[config.mk]
export PLATFORM = sky130hd
export DESIGN_NAME = oaht_ctrl
export DESIGN_NICKNAME = d
export VERILOG_FILES = /design/src/hdl/oaht_pkg.sv /design/src/hdl/oaht_ctrl.sv
export SDC_FILE = /design/constraint.sdc
export NUM_CORES = 1
export LEC_CHECK = 0
export BUFFER_PORTS_ARGS = -buffer_cell sky130_fd_sc_hd__buf_2
export CORE_MARGIN = 2
export CORE_UTILIZATION = 49
export CTS_CLUSTER_DIAMETER = 150
export DETAILED_ROUTE_END_ITERATION = 8
export HOLD_SLACK_MARGIN = 0.12
export PLACE_DENSITY_LB_ADDON = 0.3
export SYNTH_ARGS = -nofsm -noshare
export SYNTH_HDL_FRONTEND = slang
export SYNTH_SLANG_ARGS = --single-unit
[constraint.sdc]
create_clock -name clock -period 3.9 [get_ports clock]
set_clock_uncertainty 0.1 [all_clocks]
set_input_delay 0.39 -clock clock [delete_from_list [all_inputs] [get_ports clock]]
set_output_delay 0.39 -clock clock [all_outputs]
set_load 0.02 [all_outputs]
[src/hdl/oaht_pkg.sv]
// Shared codes, register map and control types for the open-addressing hash table.
package oaht_pkg;

   localparam int CFG_SIZE_BITS  = 11;
   localparam int CFG_MOD_BITS   = 10;
   localparam int CFG_LIMIT_BITS = 6;

   localparam logic [CFG_SIZE_BITS-1:0]  RST_SIZE  = 11'd1021;
   localparam logic [CFG_MOD_BITS-1:0]   RST_MOD   = 10'd773;
   localparam logic [CFG_LIMIT_BITS-1:0] RST_LIMIT = 6'd25;
   localparam logic                      RST_PMODE = 1'b0;

   localparam logic [1:0] REG_SIZE  = 2'd0;
   localparam logic [1:0] REG_MOD   = 2'd1;
   localparam logic [1:0] REG_LIMIT = 2'd2;
   localparam logic [1:0] REG_PMODE = 2'd3;

   localparam logic [1:0] OP_INSERT = 2'd0;
   localparam logic [1:0] OP_SEARCH = 2'd1;
   localparam logic [1:0] OP_CLEAR  = 2'd2;

   localparam logic PMODE_QUAD   = 1'b0;
   localparam logic PMODE_DOUBLE = 1'b1;

   localparam logic [2:0] STS_INSERTED = 3'd0;
   localparam logic [2:0] STS_FOUND    = 3'd1;
   localparam logic [2:0] STS_MISSING  = 3'd2;
   localparam logic [2:0] STS_FULL     = 3'd3;
   localparam logic [2:0] STS_CLEARED  = 3'd4;

   typedef struct packed {
      logic       sweep_wr;
      logic       load;
      logic       rem_step;
      logic       step_init;
      logic       step_step;
      logic       probe_init;
      logic       rd;
      logic       adv;
      logic       wr;
      logic       res_load;
      logic [2:0] res_status;
      logic       res_hit;
      logic       res_zero;
   } cmd_type;

   typedef struct packed {
      logic cnt_zero;
      logic sweep_last;
      logic entry_valid;
      logic key_match;
      logic probe_last;
      logic out_free;
   } sts_type;

endpackage

[src/hdl/oaht_ctrl.sv]
// Controller state machine: sequences hashing, probing, clearing and result handoff.
module oaht_ctrl (
   input  logic              clock,
   input  logic              reset,
   input  logic              req_valid,
   output logic              req_ready,
   input  logic [1:0]        req_mode,
   input  oaht_pkg::sts_type sts,
   output oaht_pkg::cmd_type cmd
);
   import oaht_pkg::*;

   localparam logic [3:0] S_SWEEP = 4'd0;
   localparam logic [3:0] S_IDLE  = 4'd1;
   localparam logic [3:0] S_DIV   = 4'd2;
   localparam logic [3:0] S_SINIT = 4'd3;
   localparam logic [3:0] S_SDIV  = 4'd4;
   localparam logic [3:0] S_PINIT = 4'd5;
   localparam logic [3:0] S_RD    = 4'd6;
   localparam logic [3:0] S_CHK   = 4'd7;
   localparam logic [3:0] S_DONE  = 4'd8;

   logic [3:0] state_ff, state_in;
   logic       ins_ff, ins_in;
   logic       clr_ff, clr_in;
   logic [2:0] res_ff, res_in;
   logic       hit_ff, hit_in;
   logic       zero_ff, zero_in;

   always_comb begin
      state_in  = state_ff;
      ins_in    = ins_ff;
      clr_in    = clr_ff;
      res_in    = res_ff;
      hit_in    = hit_ff;
      zero_in   = zero_ff;
      cmd       = '0;
      req_ready = 1'b0;
      case (state_ff)
         S_SWEEP: begin
            cmd.sweep_wr = 1'b1;
            if (sts.sweep_last) begin
               if (clr_ff) begin
                  clr_in   = 1'b0;
                  res_in   = STS_CLEARED;
                  hit_in   = 1'b0;
                  zero_in  = 1'b1;
                  state_in = S_DONE;
               end else begin
                  state_in = S_IDLE;
               end
            end
         end
         S_IDLE: begin
            req_ready = 1'b1;
            if (req_valid) begin
               cmd.load = 1'b1;
               ins_in   = (req_mode == OP_INSERT);
               if (req_mode == OP_CLEAR) begin
                  clr_in   = 1'b1;
                  state_in = S_SWEEP;
               end else begin
                  state_in = S_DIV;
               end
            end
         end
         S_DIV: begin
            cmd.rem_step = 1'b1;
            if (sts.cnt_zero) begin
               state_in = S_SINIT;
            end
         end
         S_SINIT: begin
            cmd.step_init = 1'b1;
            state_in      = S_SDIV;
         end
         S_SDIV: begin
            cmd.step_step = 1'b1;
            if (sts.cnt_zero) begin
               state_in = S_PINIT;
            end
         end
         S_PINIT: begin
            cmd.probe_init = 1'b1;
            state_in       = S_RD;
         end
         S_RD: begin
            cmd.rd   = 1'b1;
            state_in = S_CHK;
         end
         S_CHK: begin
            zero_in  = 1'b0;
            hit_in   = 1'b0;
            state_in = S_DONE;
            if (ins_ff) begin
               if (!sts.entry_valid) begin
                  cmd.wr = 1'b1;
                  res_in = STS_INSERTED;
                  hit_in = 1'b1;
               end else if (sts.probe_last) begin
                  res_in = STS_FULL;
               end else begin
                  cmd.adv  = 1'b1;
                  state_in = S_RD;
               end
            end else begin
               if (!sts.entry_valid) begin
                  res_in = STS_MISSING;
               end else if (sts.key_match) begin
                  res_in = STS_FOUND;
                  hit_in = 1'b1;
               end else if (sts.probe_last) begin
                  res_in = STS_MISSING;
               end else begin
                  cmd.adv  = 1'b1;
                  state_in = S_RD;
               end
            end
         end
         S_DONE: begin
            if (sts.out_free) begin
               cmd.res_load   = 1'b1;
               state_in       = S_IDLE;
            end
         end
         default: begin
            state_in = S_IDLE;
         end
      endcase
      cmd.res_status = res_ff;
      cmd.res_hit    = hit_ff;
      cmd.res_zero   = zero_ff;
   end

   always_ff @(posedge clock) begin
      if (reset) begin
         state_ff <= S_SWEEP;
         clr_ff   <= 1'b0;
      end else begin
         state_ff <= state_in;
         clr_ff   <= clr_in;
      end
   end

   always_ff @(posedge clock) begin
      ins_ff  <= ins_in;
      res_ff  <= res_in;
      hit_ff  <= hit_in;
      zero_ff <= zero_in;
   end

endmodule

; ---- Word level (Yosys, flattened, before mapping)
; Index checks and enable logic that the tools add are counted.
[totals]
reg_bits = 11
input_bits = 11
word_cells = 87
[op_classes]
eq_ne = 18
muxes = 54
reduce_logical = 9
[op_table]
columns = cell, n
row1 = 4-bit two-way mux, 11
row2 = 4-bit one-hot mux with 9 select lines, 1
row3 = 1-bit two-way mux, 28
row4 = 3-bit two-way mux, 8
row5 = "4-bit by 3-bit == test with 1-bit output, second input constant", 4
row6 = "2-bit != test, second input constant", 7
row7 = 5-bit AND reduction, 2
row8 = "4-bit by 2-bit == test with 1-bit output, second input constant", 2
row9 = "4-bit != test, second input constant", 2
row10 = 1-bit one-hot mux with 2 select lines, 3
row11 = 3-bit one-hot mux with 2 select lines, 1
row12 = "4-bit by 1-bit == test with 1-bit output, second input constant", 1
row13 = "4-bit == test, second input constant", 1
row14 = 4-bit zero test, 1
row15 = 2-bit two-way mux, 2
row16 = 4-bit AND reduction, 1
row17 = 2-bit nonzero test, 2
row18 = 3-bit AND reduction, 1
row19 = "2-bit == test, second input constant", 1
row20 = 2-bit zero test, 1
row21 = 2-bit AND reduction, 1

; ---- Longest topological paths before layout
[depth]
word_depth = 5
depth_mapped = 6

; ---- Worst setup path before layout
; Ideal clock, no wire load.
[synth_timing]
path_kind = register to output
start = register state_ff[3]
end = output port cmd[6] (netlist bit)
arrival_time_ps = 1264
required_ps = 3410
slack_ps = 2146
path_stages_with_launch = 4
n_path_buf = 1
cell_sequence = dfxtp_1 -> buf_6 -> nand4b_2 -> nor3b_1
[synth_lines]
columns = element, line_no
row1 = "start, declared", oaht_ctrl.sv:23  ; logic [3:0] state_ff, state_in;
row2 = "start signal, assigned", oaht_ctrl.sv:140  ; state_ff <= state_in;
row3 = "end, declared", oaht_ctrl.sv:9  ; output oaht_pkg::cmd_type cmd

==> parameters.txt <==
Parameter                              Value

Status
  Result of the run ... finished clean

Drt
  Routed wire length ... 1.60 mm
  Drt initial violations ... 10
  Via-per-instance ratio ... 5.76
  Number of antenna-violating nets in the routed design ... 0
  Total number of vias ... 691
  Count of TritonRoute iterations in the first routing pass ... 4
  Wirelength per Cell ... 13.3 um
  Total DRC errors in the routed layout ... 0

Floorplanning
  Count of boundary I/O pins ... 27
  Die H ... 43.0 um
  Starting density of the core ... 50.6%
  Die Footprint ... 0.00185 sq mm
  Floorplan core area ... 0.00147 sq mm
  Number of placement rows ... 14
  Die W ... 43.0 um

Pwr
  Combinational share of power ... 47.7%
  Switching part of the total power ... 46.4%
  Internal power consumption ... 298 uW
  Pwr dens ... 637 mW/mm^2
  Power dissipated by switching net loads ... 258 uW
  Share of power burned in registers ... 37.8%
  Static Leakage ... 0.401 nW
  Clock network fraction of design power ... 14.4%
  Maximum vdd drop ... 0.000444 V
  PnR Total Power ... 556 uW

Timing
  Post-layout min period ... 2.30 ns
  Worst path setup slack after routing ... 1.60 ns
  Headroom to the max-slew limit ... 61.5%
  Number of hold violations in the final report ... 0
  Worst-margin pin slew ... 0.576 ns
  Share of the clock period used by the worst path after layout ... 59.1%
  Final setup violation count ... 0
  Final worst hold slack ... 0.237 ns
  RSZ-0062 raised after global routing ... false
  Setup TNS Final ... 0 ns
  Upper clock frequency limit ... 434 MHz
  Slew Limit Fails ... 0

Logic synthesis
  Combined area of all synthesized cells ... 744 sq um
  Prevailing post-synth register cell ... edfxtp_1
  Seq cells post-synth ... 11
  Number of enable-type register cells in the synthesized netlist ... 6
  Count of synthesis-stage warnings from yosys ... 0
  Avg Synthesized Cell Area ... 9.19 sq um
  Synthesized netlist cell count ... 81
  Total nets after synthesis ... 92
  Netlist cell types ... 32
  Async set or reset register ratio after synthesis ... 0%
  Sequential share of the synthesized area ... 37.6%

Clock network
  Num CTS Buffers ... 3
  Clock-pin slew on the worst setup and hold paths ... 0.07 ns
  Clock sink total ... 11
  Number of hold buffers added after CTS ... 0
  Count of buffers added by post-CTS timing repair for setup ... 0
  Number of resized instances in the post-cts repair step ... 0
  Cell chosen for the clock root ... clkbuf_4
  H-Tree Depth ... 1
  Insertion delay of the later-clocked pin in the worst-skew pair ... 0.27 ns
  TritonCTS clock tree ... yes
  Maximum clock insertion buffer count ... 2

Critical path
  Type of element capturing the critical path ... primary output
  Type of the setup path with the least slack ... flip-flop to primary output
  FF-to-FF Start ... state_ff[0]
  Slowest cell on the critical path ... dfxtp_1
  Register-to-register path setup slack ... 2.06 ns
  Critical path cell sequence ... nand4b_2 > nor4b_4 > buf_2
  R2r endpoint ... state_ff[3]
  R2R depth ... 4
  Required time at the worst-slack endpoint ... 3.41 ns
  Worst path max stage delay ... 0.63 ns
  Largest fanout on the critical path ... 15
  Worst endpoint data arrival time ... 1.81 ns
  Critical Path Start Type ... flip-flop
  Critical path launch point ... state_ff[0]

Final layout
  Share of layout cells above drive strength 1 ... 33.7%
  Net count of the finished layout ... 116
  Post-route cell area ... 873 sq um
  Growth of design area from synthesis to finish ... 17.3%
  Util after Layout ... 59.4%
  Most frequent cells in the layout ... 26 x buf_2, 10 x nor2_1, 6 x nand2b_1, 6 x edfxtp_1
  Post-route non-filler standard cell count ... 120
  Number of fillers in the final layout ... 151
  Commonest non-fill, non-tap cell in the layout ... buf_2
  Number of inserted diodes ... 0

Placement
  GP Congestion ... 0.827
  Pre-CTS worst setup slack ... 1.90 ns
  Placed Cells incl. Taps ... 116
  Number of buffers added on ports ... 26
  Instance area after placement ... 847 sq um
  DPL Wire Length ... 1.21 mm

Worst hold path
  Count of cells along the worst hold path ... 2
  Startpoint of the worst hold path ... reset
  Hold Crit Endpoint ... clr_ff
  Hold Crit Class ... input port to flip-flop

Global routing
  Grt total ovfl ... 0
  Wire length of the first global-routing pass ... 2.53 mm
  Antenna violations before repair ... 0
  Number of global-route vias before repair ... 590
  Largest net degree at the start of global routing ... 20
  Global-route usage over all layers ... 18.7%

Job
  Max-capacitance violation count ... 0
==> cells by family (layout without fill, tap and decap cells) <==
family | count (synthesis) | in the layout | share of synthesized area, %
buffers and inverters | 8 | 31 | 6.89
DFF | 11 | 11 | 37.6
and+or+nand+nor | 41 | 41 | 34.3
muxes | 3 | 3 | 4.03
AOI/OAI and AO/OA | 18 | 18 | 17.1
==> per-layer routing <==
| metal | wire, um | track usage [%] |
|---|---|---|
| met1 | 689 | 22.1 |
| met2 | 791 | 31.8 |
| met3 | 80 | 3.83 |
| met4 | 34 | 9.09 |
| met5 | 0 | 0 |
==> flip-flops by register name, indices dropped and copies added (netlist names) <==
signal,flops
zero_ff,1
res_ff,3
ins_ff,1
state_ff,4
clr_ff,1
hit_ff,1
==> critical path: cells and delay by family (launching register included) <==
kind | cells | cell delay (ns)
buffers and inverters | 1 | 0.23
and+or+nand+nor | 2 | 0.69
DFF | 1 | 0.63
==> power groups by stage <==
stage	combinational [mW]	clock (mW)	sequential (mW)
after floorplan	0.244	0	0.174
after global placement	0.263	0	0.209
after detailed placement	0.266	0	0.212
after CTS	0.267	0.0809	0.209
after global routing	0.292	0.0854	0.219
final	0.265	0.0802	0.210
==> cell usage after synthesis (2+ instances only) <==
cell / n / area [sq um]
a21oi_1: 4 / 20.0
nand2b_1: 6 / 37.5
mux2i_1: 3 / 30.0
edfxtp_1: 6 / 180
nor2_1: 10 / 37.5
nor3b_1: 3 / 22.5
a211oi_1: 2 / 15.0
dfxtp_1: 5 / 100
buf_4: 3 / 22.5
and3_1: 5 / 31.3
o21ai_0: 2 / 10.0
nor2b_1: 3 / 18.8
a31oi_1: 3 / 18.8
buf_2: 2 / 10.0
nand2_1: 3 / 11.3
nor3_1: 5 / 25.0
==> worst max-delay path by stage <==
stage	endpoint	slack, ns
global placement	cmd[7]	1.94
floorplan	cmd[6]	2.15
CTS	cmd[7]	1.60
global route	cmd[7]	1.45
detailed placement	cmd[7]	1.90
finish	cmd[7]	1.60
==> area by class of cell <==
cell class / count / area [sq um] / area share [%]
clock buffer: 4 / 26.3 / 3.01
timing repair buffer: 26 / 130 / 14.9
tap: 16 / 20.0 / 2.29
inverter: 1 / 3.75 / 0.430
sequential: 11 / 280 / 32.1
multi-input combinational: 62 / 413 / 47.3
No activity file was read; power rests on OpenSTA's default activity.
